## src/sv/wfce_pkg.sv

```systemverilog
// package for the word frame crc encoder
// holds the queue entry type, the sequencer step type and the crc byte update
// no dependencies
package wfce_pkg;

  localparam logic [15:0] CrcPoly = 16'h1021;
  localparam int unsigned FifoDepth = 2;

  typedef struct packed {
    logic [15:0] data_word;
    logic        first;
    logic        last;
  } wfce_entry_t;

  typedef enum logic [2:0] {
    ST_B0,
    ST_B1,
    ST_Z0,
    ST_Z1,
    ST_C1
  } wfce_step_e;

  // shifts one byte into the crc, msb first
  function automatic logic [15:0] crc_byte(logic [15:0] crc, logic [7:0] b);
    logic [15:0] r;
    logic        top;
    r = crc;
    for (int i = 7; i >= 0; i--) begin
      top = r[15];
      r   = {r[14:0], b[i]};
      if (top) begin
        r = r ^ CrcPoly;
      end
    end
    return r;
  endfunction

endpackage

```

## src/sv/wfce_front.sv

```systemverilog
// front end of the word frame crc encoder: takes words, marks the first of each frame
// depends on wfce_pkg
module wfce_front import wfce_pkg::*; (
  input  logic        clk_i,
  input  logic        rst_ni,
  input  logic        push_i,
  input  logic [15:0] data_word_i,
  input  logic        last_word_i,
  input  logic        fifo_full_i,
  output logic        full_o,
  output logic        wr_en_o,
  output wfce_entry_t wr_data_o
);

  logic first_pending_q, first_pending_d;

  assign full_o  = fifo_full_i;
  assign wr_en_o = push_i && !fifo_full_i;

  always_comb begin
    wr_data_o.data_word = data_word_i;
    wr_data_o.first     = first_pending_q;
    wr_data_o.last      = last_word_i;
    first_pending_d     = first_pending_q;
    // a new frame opens after each last word
    if (wr_en_o) begin
      first_pending_d = last_word_i;
    end
  end

  always_ff @(posedge clk_i or negedge rst_ni) begin
    if (!rst_ni) begin
      first_pending_q <= 1'b1;
    end else begin
      first_pending_q <= first_pending_d;
    end
  end

endmodule

```

## src/sv/wfce_fifo.sv

```systemverilog
// small queue between front and back of the word frame crc encoder
// depends on wfce_pkg
module wfce_fifo import wfce_pkg::*; (
  input  logic        clk_i,
  input  logic        rst_ni,
  input  logic        wr_en_i,
  input  wfce_entry_t wr_data_i,
  output logic        full_o,
  input  logic        rd_en_i,
  output logic        rd_vld_o,
  output wfce_entry_t rd_data_o
);

  localparam int unsigned PtrW = $clog2(FifoDepth);
  localparam int unsigned CntW = $clog2(FifoDepth + 1);

  wfce_entry_t         mem_q [FifoDepth];
  logic [PtrW-1:0]     wr_ptr_q, rd_ptr_q;
  logic [CntW-1:0]     count_q;
  logic                do_wr, do_rd;

  assign full_o    = (count_q == CntW'(FifoDepth));
  assign rd_vld_o  = (count_q != '0);
  assign rd_data_o = mem_q[rd_ptr_q];
  assign do_wr     = wr_en_i && !full_o;
  assign do_rd     = rd_en_i && rd_vld_o;

  always_ff @(posedge clk_i) begin
    if (do_wr) begin
      mem_q[wr_ptr_q] <= wr_data_i;
    end
  end

  always_ff @(posedge clk_i or negedge rst_ni) begin
    if (!rst_ni) begin
      wr_ptr_q <= '0;
      rd_ptr_q <= '0;
      count_q  <= '0;
    end else begin
      if (do_wr) begin
        wr_ptr_q <= (wr_ptr_q == PtrW'(FifoDepth - 1)) ? '0 : wr_ptr_q + 1'b1;
      end
      if (do_rd) begin
        rd_ptr_q <= (rd_ptr_q == PtrW'(FifoDepth - 1)) ? '0 : rd_ptr_q + 1'b1;
      end
      if (do_wr && !do_rd) begin
        count_q <= count_q + 1'b1;
      end else if (do_rd && !do_wr) begin
        count_q <= count_q - 1'b1;
      end
    end
  end

endmodule

```

## src/sv/wfce_back.sv

```systemverilog
// back end of the word frame crc encoder: byte sequencer, crc register, output register
// depends on wfce_pkg
module wfce_back import wfce_pkg::*; (
  input  logic        clk_i,
  input  logic        rst_ni,
  input  logic        fifo_vld_i,
  input  wfce_entry_t fifo_data_i,
  output logic        fifo_rd_o,
  output logic        empty_o,
  input  logic        pop_i,
  output logic [7:0]  out_byte_o,
  output logic        frame_end_o
);

  wfce_step_e   step_q, step_d;
  logic         busy_q, busy_d;
  wfce_entry_t  cur_q, cur_d;
  logic [15:0]  crc_q, crc_d;
  logic         out_vld_q, out_vld_d;
  logic [7:0]   out_byte_q, out_byte_d;
  logic         out_end_q, out_end_d;

  logic         out_rdy, emit, adv, at_end, take;
  logic [7:0]   hi_byte, lo_byte, emit_byte;
  logic [15:0]  crc_zero;

  assign hi_byte  = cur_q.data_word[15:8];
  assign lo_byte  = cur_q.data_word[7:0];
  assign crc_zero = crc_byte(crc_q, 8'h00);
  assign out_rdy  = !out_vld_q || pop_i;

  always_comb begin
    step_d     = step_q;
    busy_d     = busy_q;
    cur_d      = cur_q;
    crc_d      = crc_q;
    out_vld_d  = out_vld_q && !pop_i;
    out_byte_d = out_byte_q;
    out_end_d  = out_end_q;
    emit       = 1'b0;
    emit_byte  = lo_byte;
    at_end     = 1'b0;

    case (step_q)
      ST_B0: begin
        emit      = 1'b1;
        emit_byte = cur_q.first ? hi_byte : lo_byte;
      end
      ST_B1: begin
        emit      = 1'b1;
        emit_byte = cur_q.first ? lo_byte : hi_byte;
        at_end    = !cur_q.last;
      end
      ST_Z0: begin
        emit = 1'b0;
      end
      ST_Z1: begin
        emit      = 1'b1;
        emit_byte = crc_zero[7:0];
      end
      ST_C1: begin
        emit      = 1'b1;
        emit_byte = crc_q[15:8];
        at_end    = 1'b1;
      end
      default: begin
        emit = 1'b0;
      end
    endcase

    adv = busy_q && (!emit || out_rdy);

    if (adv) begin
      if (emit) begin
        out_vld_d  = 1'b1;
        out_byte_d = emit_byte;
        out_end_d  = (step_q == ST_C1);
      end
      // crc always takes the high byte first, whatever the send order
      case (step_q)
        ST_B0: begin
          crc_d  = crc_byte(crc_q, hi_byte);
          step_d = ST_B1;
        end
        ST_B1: begin
          crc_d  = crc_byte(crc_q, lo_byte);
          step_d = ST_Z0;
        end
        ST_Z0: begin
          crc_d  = crc_zero;
          step_d = ST_Z1;
        end
        ST_Z1: begin
          crc_d  = crc_zero;
          step_d = ST_C1;
        end
        ST_C1: begin
          crc_d  = '0;
          step_d = ST_B0;
        end
        default: begin
          step_d = ST_B0;
        end
      endcase
      if (at_end) begin
        busy_d = 1'b0;
      end
    end

    take = fifo_vld_i && (!busy_q || (adv && at_end));
    if (take) begin
      busy_d = 1'b1;
      cur_d  = fifo_data_i;
      step_d = ST_B0;
    end
  end

  assign fifo_rd_o   = take;
  assign empty_o     = !out_vld_q;
  assign out_byte_o  = out_byte_q;
  assign frame_end_o = out_end_q;

  always_ff @(posedge clk_i or negedge rst_ni) begin
    if (!rst_ni) begin
      step_q    <= ST_B0;
      busy_q    <= 1'b0;
      crc_q     <= '0;
      out_vld_q <= 1'b0;
    end else begin
      step_q    <= step_d;
      busy_q    <= busy_d;
      crc_q     <= crc_d;
      out_vld_q <= out_vld_d;
    end
  end

  always_ff @(posedge clk_i) begin
    cur_q      <= cur_d;
    out_byte_q <= out_byte_d;
    out_end_q  <= out_end_d;
  end

endmodule

```

## src/sv/word_frame_crc_encoder_unit.sv

```systemverilog
// top level of the word frame crc encoder: front, two-entry queue, back
// depends on wfce_pkg, wfce_front, wfce_fifo, wfce_back
//
//   channel   handshake       payload
//   words in  push / full     data_word_i[15:0], last_word_i
//   bytes out empty / pop     out_byte_o[7:0], frame_end_o
//
// a word yields two bytes, a last word four bytes
// (the back sequencer adds step ST_Z0, which sends no byte, for the first half of the zero-word crc pass)
// words enter the queue through the front end; the queue holds two words ahead of the back end
// rst_ni clears the queue, the sequencer and the crc, and sets the first-word flag
// a stalled pop holds the output byte and the sequencer at its next byte step; push keeps going until the queue fills
module word_frame_crc_encoder_unit import wfce_pkg::*; (
  input  logic        clk_i,
  input  logic        rst_ni,
  input  logic        push,
  output logic        full,
  input  logic [15:0] data_word_i,
  input  logic        last_word_i,
  output logic        empty,
  input  logic        pop,
  output logic [7:0]  out_byte_o,
  output logic        frame_end_o
);

  logic        fifo_full, wr_en, rd_en, rd_vld;
  wfce_entry_t wr_data, rd_data;

  wfce_front u_front (
    .clk_i       (clk_i),
    .rst_ni      (rst_ni),
    .push_i      (push),
    .data_word_i (data_word_i),
    .last_word_i (last_word_i),
    .fifo_full_i (fifo_full),
    .full_o      (full),
    .wr_en_o     (wr_en),
    .wr_data_o   (wr_data)
  );

  wfce_fifo u_fifo (
    .clk_i     (clk_i),
    .rst_ni    (rst_ni),
    .wr_en_i   (wr_en),
    .wr_data_i (wr_data),
    .full_o    (fifo_full),
    .rd_en_i   (rd_en),
    .rd_vld_o  (rd_vld),
    .rd_data_o (rd_data)
  );

  wfce_back u_back (
    .clk_i       (clk_i),
    .rst_ni      (rst_ni),
    .fifo_vld_i  (rd_vld),
    .fifo_data_i (rd_data),
    .fifo_rd_o   (rd_en),
    .empty_o     (empty),
    .pop_i       (pop),
    .out_byte_o  (out_byte_o),
    .frame_end_o (frame_end_o)
  );

endmodule
```

## config.mk

```make
export PLATFORM = sky130hd
export DESIGN_NAME = word_frame_crc_encoder_unit
export DESIGN_NICKNAME = d
export VERILOG_FILES = /design/src/sv/wfce_pkg.sv /design/src/sv/wfce_front.sv /design/src/sv/wfce_fifo.sv /design/src/sv/wfce_back.sv /design/src/sv/word_frame_crc_encoder_unit.sv
export SDC_FILE = /design/constraint.sdc
export NUM_CORES = 1
export LEC_CHECK = 0
export BUFFER_PORTS_ARGS = -buffer_cell sky130_fd_sc_hd__buf_2
export CORE_ASPECT_RATIO = 1.1
export CORE_MARGIN = 10
export CORE_UTILIZATION = 50
export DETAILED_ROUTE_END_ITERATION = 16
export PLACE_DENSITY_LB_ADDON = 0.3
export SYNTH_ARGS = -nofsm -noshare
export SYNTH_HDL_FRONTEND = slang
export SYNTH_SLANG_ARGS = --single-unit
```

## constraint.sdc

```tcl
create_clock -name clk_i -period 6.8 [get_ports clk_i]
set_input_delay 1.36 -clock clk_i [delete_from_list [all_inputs] [get_ports clk_i]]
set_output_delay 1.36 -clock clk_i [all_outputs]
set_load 0.01 [all_outputs]
```

Word level (Yosys, flattened, before mapping). Memory sizes are Yosys's and may differ from the RTL's. A register that Yosys moved wholly into a read port is not among the register bits. Cells that the tools add are included.

Flip-flop bits (word level): 35. Bits in writable memories: 36. Bits of input ports: 21. Output and inout port bits: 11. Logic and storage cells: 147. Memories: 1.

Add/subtract/negate cells: 4. Eq/ne operators: 5. Multiplexer cells: 72. Bitwise operators: 24. Reduce and logical (&&, ||, !) cells: 31.

Memory list: u_fifo.mem_q (words 2, width 18, read ports 1, clocked after memory_dff 1, write ports 1, RTL line wfce_fifo.sv:17) `wfce_entry_t mem_q [FifoDepth];`.

Operators by type and width (count): 2-to-1 mux 16 bit (28); 2-to-1 mux 13 bit (24); NOT 3 bit (24); case mux 16 bit (4 select lines) (1); case mux 8 bit (4 select lines) (1); 2-to-1 mux 8 bit (2); case mux 3 bit (4 select lines) (1); 2-to-1 mux 1 bit (10); logical AND 1 bit (9); logical NOT 1 bit (8); nonzero test 2 bit (4); equality test 3 x 2 -> 1 bit (second input constant) (2); 2-to-1 mux 3 bit (2); AND reduction 2 bit (3); 2-to-1 mux 2 bit (2); nonzero test 4 bit (1); OR reduction 4 bit (1); equality test 3 x 1 -> 1 bit (second input constant) (1); equality test 3 bit (second input constant) (1); logical NOT 3 bit (1); logical OR 1 bit (3); adder 1 bit (second input constant) (2); adder 2 x 1 -> 2 bit (second input constant) (1); equality test 2 bit (second input constant) (1); other kinds (3) (3).

Logic depth before layout (Yosys ltp). Gate-level depths: netlist of the first run.

Depth after elaboration: 34. Gate-level depth with buffers: 9. Gate-level depth less buffers: 8.

Cells and area by module. A second synthesis of the first run with hierarchy kept.

Cell total of the unflattened synthesis: 386. Area total of the unflattened synthesis: 4700.8 um^2.

Modules (own cells, without submodules): wfce_back (times used 1, cells each 289, area each 2954.1 um^2, sequential area each 1336.3 um^2); wfce_fifo (times used 1, cells each 75, area each 1549.0 um^2, sequential area each 1181.1 um^2); wfce_front (times used 1, cells each 22, area each 197.7 um^2, sequential area each 26.3 um^2).

Worst setup path after synthesis of the first run. OpenSTA, ideal clock, no wires.

Path type: in2reg. Start: input port pop. End: register u_fifo.count_q[1]. Setup time: 79 ps. Data arrival time: 3524 ps. Data required time: 6721 ps. Path slack: 3197 ps. Stages: 8. Cell sequence: nand2b_1 o211ai_1 a21oi_1 inv_1 ha_1 xor2_1 nor2_1 xor2_1.

Cells in the longest elaborated chain, start to end: 10. Elaborated cells between the ends (all ways): 12. Classes of those cells: 1 x mux; 11 x reduce/logical.

Ends and longest elaborated chain: start: declaration (RTL line word_frame_crc_encoder_unit.sv:21) `input logic pop,`; logical OR 1 bit (*) (RTL line wfce_back.sv:30) `assign out_rdy = !out_vld_q || pop_i;`; logical OR 1 bit (*) (RTL line wfce_back.sv:71) `adv = busy_q && (!emit || out_rdy);`; logical AND 1 bit (*) (RTL line wfce_back.sv:71); logical AND 1 bit (*) (RTL line wfce_back.sv:110) `take = fifo_vld_i && (!busy_q || (adv && at_end));`; logical OR 1 bit (*) (RTL line wfce_back.sv:110); logical AND 1 bit (*) (RTL line wfce_back.sv:110); named net rd_en (RTL line word_frame_crc_encoder_unit.sv:26) `logic fifo_full, wr_en, rd_en, rd_vld;`; logical AND 1 bit (*) (RTL line wfce_fifo.sv:26) `assign do_rd = rd_en_i && rd_vld_o;`; logical NOT 1 bit (RTL line wfce_fifo.sv:46) `if (do_wr && !do_rd) begin`; logical AND 1 bit (RTL line wfce_fifo.sv:46); 2-to-1 mux 2 bit or nonzero test 2 bit (tied branches); end signal: assignment (RTL line wfce_fifo.sv:47) `count_q <= count_q + 1'b1;`; end signal: assignment (RTL line wfce_fifo.sv:49) `count_q <= count_q - 1'b1;`; end: declaration (RTL line wfce_fifo.sv:19) `logic [CntW-1:0] count_q;`.

Mark *: on every way through the listed nets, which the timed path passes. The rest lies on a longest branch. A chain may end at the register's enable or synchronous reset.

Worst setup path after layout of the first run.
Start: register u_back.step_q[1]. End: register u_fifo.count_q[1].

Cells in the longest elaborated chain, start to end: 13. Elaborated cells between the ends (all ways): 19. Classes of those cells: 3 x eq/ne; 3 x mux; 13 x reduce/logical.

Ends and longest elaborated chain: start: declaration (RTL line wfce_back.sv:15) `wfce_step_e step_q, step_d;`; start signal: assignment (RTL line wfce_back.sv:130) `step_q <= step_d;`; equality test 3 x 2 -> 1 bit, or another cell as far along (RTL line wfce_back.sv:44) `case (step_q)`; OR reduction 4 bit (no source line); 2-to-1 mux 1 bit (RTL line wfce_back.sv:44); logical NOT 1 bit (RTL line wfce_back.sv:71); logical OR 1 bit (RTL line wfce_back.sv:71); logical AND 1 bit (RTL line wfce_back.sv:71); logical AND 1 bit (*) (RTL line wfce_back.sv:110); logical OR 1 bit (*) (RTL line wfce_back.sv:110); logical AND 1 bit (*) (RTL line wfce_back.sv:110); named net rd_en (RTL line word_frame_crc_encoder_unit.sv:26); logical AND 1 bit (*) (RTL line wfce_fifo.sv:26); logical NOT 1 bit (RTL line wfce_fifo.sv:46); logical AND 1 bit (RTL line wfce_fifo.sv:46); 2-to-1 mux 2 bit or nonzero test 2 bit (tied branches).

Marked as above.

==> impl_metrics.csv, run 1 <==
group,metric,value,unit
global_route,grt_pass1_wl,15100,µm
yosys,ys_types,51,
power,p_leak,0.00181,µW
floorplanning,start_util,0.512,
layout,layout-drive-gt1-share,0.223,
floorplanning,die_area,13300,µm²
power,p_per_area,533,nW/µm²
worst_setup_path,cp_top_family,"compound AO/OA/AOI/OAI gates",
timing,worstMarginPinSlew,1.14,ns
layout,finalNonFillerCells,504,
clock_network,clockBufferDepth,2,
yosys,syn-cell-area,4540,µm²
placed_design,pre_cts_slack,3.23,ns
yosys,synth-seq-area-share,0.560,
global_route,grt_pass1_vias,2945,
placed_design,place_congestion,0.856,
yosys,synth_cells,363,
power,vdd_drop_max,0.000268,V
placed_design,dp.cells,488,
yosys,synth_top_family_by_area,"simple AND/OR/NAND/NOR gates",
timing,grt_setup_unrepaired,"no",
floorplanning,num_rows,36,
routing,vias_per_cell,5.87,
routing,drt_first_pass_iters,5,
routing,wl,9010,µm
worst_setup_path,start_kind,"flip-flop",
outcome,status,"complete, no violations",
routing,drtIter0Drc,250,
routing,final_antenna_net_count,0,
worst_setup_path,slowest_stage,"a21oi_2",
flow_run,maxCapViolations,0,
worst_setup_path,slowest_delay,0.89,ns
timing,hold_violations,0,
layout,post-route-util,0.554,
worst_setup_path,path_max_fanout,29,
yosys,synth_commonest_cells,"63 x edfxtp_1, 25 x dfrtp_1, 22 x mux2_2",
timing,finalSetupTns,0,ns
placed_design,port_buffers,31,
global_route,antenna_found_initial,0,
yosys,synthTopCellsByArea,"edfxtp_1 42%, dfrtp_1 14%, mux2_2 5.5%",
timing,fin_crit_sh,0.462,
timing,max_slew_margin,0.237,
timing,setup_violations,0,
worst_setup_path,cp_data_arrival_time,3.44,ns
clock_network,cts.repair.resized,0,
worst_setup_path,crit_chain,"inv_1 > o211ai_1 > a21oi_2 > inv_1 > ha_1 > xor2_1 > nor2_1 > xor2_1",
yosys,synth-edff-count,63,
layout,diodes,0,
clock_network,clkTransAtPathRegs,0.09,ns
timing,fin_crit,3.14,ns
yosys,synth_top_area_cell,"edfxtp_1",
clock_network,cts_inserted_buffers,9,
yosys,avgSynthCellArea,12.5,µm²
layout,area_growth,8.29,%
floorplanning,core_area,8870,µm²
yosys,synth_mux_area_frac,0.0722,
yosys,synth_fa_ha_area_frac,0.00276,
clock_network,insertion_delay,0.37,ns
clock_network,ctsHoldBuffers,0,
clock_network,clock_sinks,89,
yosys,synth_most_common_cell,"edfxtp_1",
yosys,syn-num-nets,385,
yosys,synth_compound_area_frac,0.124,
yosys,synthSimpleGateAreaFrac,0.126,
layout,nets,407,
routing,wire_per_inst,17.9,µm
clock_network,cts_tree,"built",
global_route,grt_util_all_layers,0.137,
timing,slew_viol_final,0,
yosys,synth_top_area_share,0.417,
floorplanning,boundaryPins,32,
worst_setup_path,cp.buffers_inverters,2,
floorplanning,die_w,111,µm
hold_path,hp-class,"reg -> reg",
timing,layout_setup_ws,3.66,ns
placed_design,hpwl,6260,µm
timing,worst_clock_skew,0.00702,ns
yosys,ys_ff_latch,89,
yosys,yosysWarnings,0,
worst_setup_path,required,7.10,ns
worst_setup_path,endpoint_kind,"flip-flop",
routing,drc_errors,0,
clock_network,cts-root-buf,"clkbuf_8",
global_route,grt_max_degree,47,
timing,max_freq,318,MHz
global_route,gr-total-overflow,0,
yosys,synthArstFlopShare,0.292,
worst_setup_path,critPathKind,"reg -> reg",
yosys,synth_ff_type,"edfxtp_1",
routing,num_vias,2960,
floorplanning,die-height,120,µm
clock_network,cts_setup_buffers,0,
clock_network,htree_levels,3,
yosys,synth_xor_area_frac,0.0741,
power breakdown:
part | internal, µW | total (µW) | switching, µW
Sequential | 837 | 1060 | 227
Clock | 140 | 343 | 203
Combinational | 559 | 1220 | 657
Total | 1540 | 2620 | 1090
stage by stage:
stage	power (µW)	hold WS, ns	area [µm²]
final	2620	0.516	4920
after global routing	2810	0.527	4920
after floorplan	2020	0.461	4540
after CTS	2630	0.520	4920
after detailed placement	2290	0.507	4730
after global placement	2250	0.478	4730
final cells by class:
class	instances	area [µm²]
fillers	734	3960
flip-flops and latches	89	2540
multi-input cells	238	1820
repair buffers	35	185
well taps	114	143
clock buffers	9	124
clock inverters	7	61.3
inverters	12	45.0
path summary, 6_finish.rpt:
path | startpoint | to | slack, ns | cells past startpoint
max in group asynchronous | rst_ni | u_fifo.wr_ptr_q$_DFFE_PN0P_ | 5.39 | 1
hold reg to reg | u_fifo.count_q[1]$_DFFE_PN0P_ | u_fifo.count_q[1]$_DFFE_PN0P_ | 0.52 | 1
setup / recovery | u_back.step_q[1]$_DFFE_PN0P_ | u_fifo.count_q[1]$_DFFE_PN0P_ | 3.66 | 8
hold / removal | u_fifo.count_q[1]$_DFFE_PN0P_ | u_fifo.count_q[1]$_DFFE_PN0P_ | 0.52 | 1
min in group asynchronous | rst_ni | u_back.crc_q[4]$_DFFE_PN0P_ | 1.00 | 1
setup reg to reg | u_back.step_q[1]$_DFFE_PN0P_ | u_fifo.count_q[1]$_DFFE_PN0P_ | 3.66 | 8
per-layer routing:
metal	up-vias	track usage	wire (µm)
li1	1408	-	-
met1	1433	0.170	3940
met2	102	0.217	4340
met3	17	0.0394	515
met4	0	0.0651	217
met5	-	0	0
sequential cells by signal, indices dropped and copies added (netlist names):
name                     flops
u_fifo.count_q               2
u_fifo.rd_ptr_q              1
u_back.out_byte_o            8
u_fifo.mem_q                36
u_back.busy_q                1
u_back.crc_q                16
u_fifo.wr_ptr_q              1
u_back.cur_q                18
u_back.out_vld_q             1
u_back.frame_end_o           1
u_back.step_q                3
u_front.first_pending_q      1
cell usage in the layout, fill, tap and decap left out, drive strengths merged, types with 6 or more instances in the layout:
master   n
nand2   11
xnor2   15
nand2b   6
edfxtp  63
clkbuf   9
xor2     8
o211ai   8
dfrtp   25
nand3   20
o21ai   13
buf     35
mux2    22
nor2b   11
a21oi   21
nor2    19
mux2i    8
inv     16
cell families (layout without fill, tap and decap cells):
family	after synthesis	in the layout
adders and majority gates	1	1
DFF	89	89
AOI/OAI and AO/OA	79	79
buffers and inverters	36	63
and+or+nand+nor	102	102
muxes	30	30
xor gates and xnor gates	26	26
Note: power is estimated with default switching activity, not from simulation.
==> inputs of run 2 (changes only) <==
clock period = 2.6 ns   (was 6.8 ns; I/O delays follow)
==> run 2 against run 1 <==
Against the previous run: first-iteration DRC count rose by 2.0%; sequential share of layout area fell by 0.77 points; cell count rose by 1.4%; critical path depth fell by 4; worst hold slack got worse by 0.35 ns; non-clock buffer count rose by 7; design area rose by 1.5%; routed wire length rose by 4.9%; maximum frequency rose by 55%; die area did not move; utilization rose by 0.83 points; critical endpoint is now u_back.crc_q[1]$_DFFE_PN0P_; highest routed layer unchanged.
==> impl_metrics.csv, run 2 (synthesized netlist as in run 1, its figures left out) <==
group,metric,value,unit
outcome,status,"complete, no violations",
timing,finalSetupTns,0,ns
layout,nets,414,
floorplanning,die_area,13300,µm²
clock_network,cts_tree,"built",
flow_run,maxCapViolations,0,
worst_setup_path,start_kind,"flip-flop",
placed_design,hpwl,6520,µm
floorplanning,die_w,111,µm
floorplanning,boundaryPins,32,
timing,worstMarginPinSlew,0.834,ns
power,p_switching,2920,µW
floorplanning,die-height,120,µm
clock_network,clock_sinks,89,
layout,biggestRegsByFlops,"u_fifo.mem_q (36), u_back.cur_q (18), u_back.crc_q (16)",
routing,wl_met2,4610,µm
timing,max_freq,495,MHz
routing,drt_first_pass_iters,5,
placed_design,port_buffers,31,
timing,setup_violations,0,
timing,max_slew_margin,0.444,
routing,routed-wl-met3,642,µm
layout,diodes,0,
floorplanning,start_util,0.512,
clock_network,clkTransAtPathRegs,0.10,ns
worst_setup_path,cp_data_arrival_time,2.30,ns
timing,fin_crit,2.02,ns
layout,largest_reg_flops,36,
worst_setup_path,path_max_fanout,10,
global_route,gr-total-overflow,0,
clock_network,cts-root-buf,"clkbuf_8",
timing,fin_crit_sh,0.777,
layout,fillers,723,
routing,wl,9450,µm
layout,layout-drive-gt1-share,0.237,
power,p_per_area,1410,nW/µm²
power,clock_power_share,0.130,
clock_network,cts_inserted_buffers,9,
timing,hold_ws,0.170,ns
global_route,grt_util_all_layers,0.139,
global_route,antenna_found_initial,0,
power,p_int,4110,µW
layout,area_growth,9.92,%
clock_network,htree_levels,3,
routing,vias_per_cell,5.97,
clock_network,cts_setup_buffers,0,
routing,routed.top_layer,"met4",
placed_design,place_congestion,0.917,
floorplanning,num_rows,36,
worst_setup_path,critPathKind,"reg -> reg",
floorplanning,core_area,8870,µm²
power,p_leak,0.00185,µW
routing,wire_per_inst,18.5,µm
global_route,grt_pass1_wl,15300,µm
layout,final_common_cell,"edfxtp_1",
layout,multi_input_area,1820,µm²
layout,layout_common_cells,"63 x edfxtp_1, 31 x buf_2, 25 x dfrtp_1, 22 x mux2_2",
routing,wl_met1,3880,µm
layout,post-route-util,0.562,
power,swShare,0.415,
clock_network,ctsHoldBuffers,0,
clock_network,cts.repair.resized,0,
worst_setup_path,endpoint_kind,"flip-flop",
routing,final_antenna_net_count,0,
timing,grt_setup_unrepaired,"no",
timing,slew_viol_final,0,
timing,hold_violations,0,
layout,layout.area.seq,2540,µm²
timing,worst_clock_skew,0.0114,ns
power,power_frac_comb,0.478,
power,seqPwrFrac,0.392,
clock_network,clockBufferDepth,2,
routing,drc_errors,0,
global_route,grt_max_degree,39,
hold_path,hp-class,"in -> async",
routing,num_vias,3049,
clock_network,insertion_delay,0.36,ns
worst_setup_path,required,2.88,ns
routing,drtIter0Drc,255,
power,vdd_drop_max,0.000703,V
layout,max_flop_register,"u_fifo.mem_q",
global_route,grt_pass1_vias,3030,
run 2: changes by cell type in the layout (fill, tap and decap cells not counted):
| cell | previous run | this run |
|---|---|---|
| buf_12 | 0 | 1 |
| buf_4 | 4 | 10 |
| clkinv_2 | 1 | 0 |
| clkinv_8 | 0 | 1 |
| inv_6 | 2 | 3 |
| inv_8 | 2 | 1 |
run 2: cell type report:
cell class / count / share of cell area
Sequential cell: 89 / 0.510
Multi-Input combinational cell: 238 / 0.364
Timing Repair Buffer: 42 / 0.0501
Tap cell: 114 / 0.0286
Clock buffer: 9 / 0.0248
Clock inverter: 7 / 0.0140
Inverter: 12 / 0.00902
run 2: layer usage:
layer | track usage | vias to the layer above
met1 | 0.172 | 1476
li1 | - | 1431
met3 | 0.0354 | 23
met2 | 0.224 | 119
met5 | 0 | -
met4 | 0.0627 | 0
run 2: path summary, 6_finish.rpt:
path / slack (ns) / cells after the start / startpoint / end
worst max register to register: 0.58 / 4 / u_back.crc_q[13]$_DFFE_PN0P_ / u_back.crc_q[1]$_DFFE_PN0P_
worst min register to register: 0.50 / 1 / u_fifo.wr_ptr_q$_DFFE_PN0P_ / u_fifo.wr_ptr_q$_DFFE_PN0P_
worst min-delay path: 0.17 / 1 / rst_ni / u_fifo.count_q[0]$_DFFE_PN0P_
min in group clk_i: 0.34 / 1 / data_word_i[11] / u_fifo.mem_q[0][13]$_DFFE_PP_
worst max-delay path: 0.58 / 4 / u_back.crc_q[13]$_DFFE_PN0P_ / u_back.crc_q[1]$_DFFE_PN0P_
max in group asynchronous: 2.02 / 1 / rst_ni / u_fifo.rd_ptr_q$_DFFE_PN0P_
run 2: power by group through the flow:
stage                     Sequential [µW]  Combinational [µW]  Clock (µW)
final                                2760                3360         913
after global routing                 2830                3690        1000
after CTS                            2760                3350         934
after detailed placement             2780                3330           0
after global placement               2750                3290           0
after floorplan                      2470                2800           0
run 2: metrics by stage:
step / power [µW] / setup slack (ns) / cell area, µm² / cells
after floorplan: 5280 / 0.248 / 4540 / 363
after global placement: 6040 / 0.636 / 4800 / 495
after detailed placement: 6120 / 0.566 / 4800 / 495
after CTS: 7040 / 0.560 / 4990 / 511
after global routing: 7520 / 0.431 / 4990 / 511
final: 7030 / 0.579 / 4990 / 511
run 2: worst max-delay path, cell delays in order, from the launching register on:
cell     delay, ns
dfrtp_1       0.72
xor2_4        0.22
and4_4        0.25
or4_1         0.53
o31ai_2       0.22
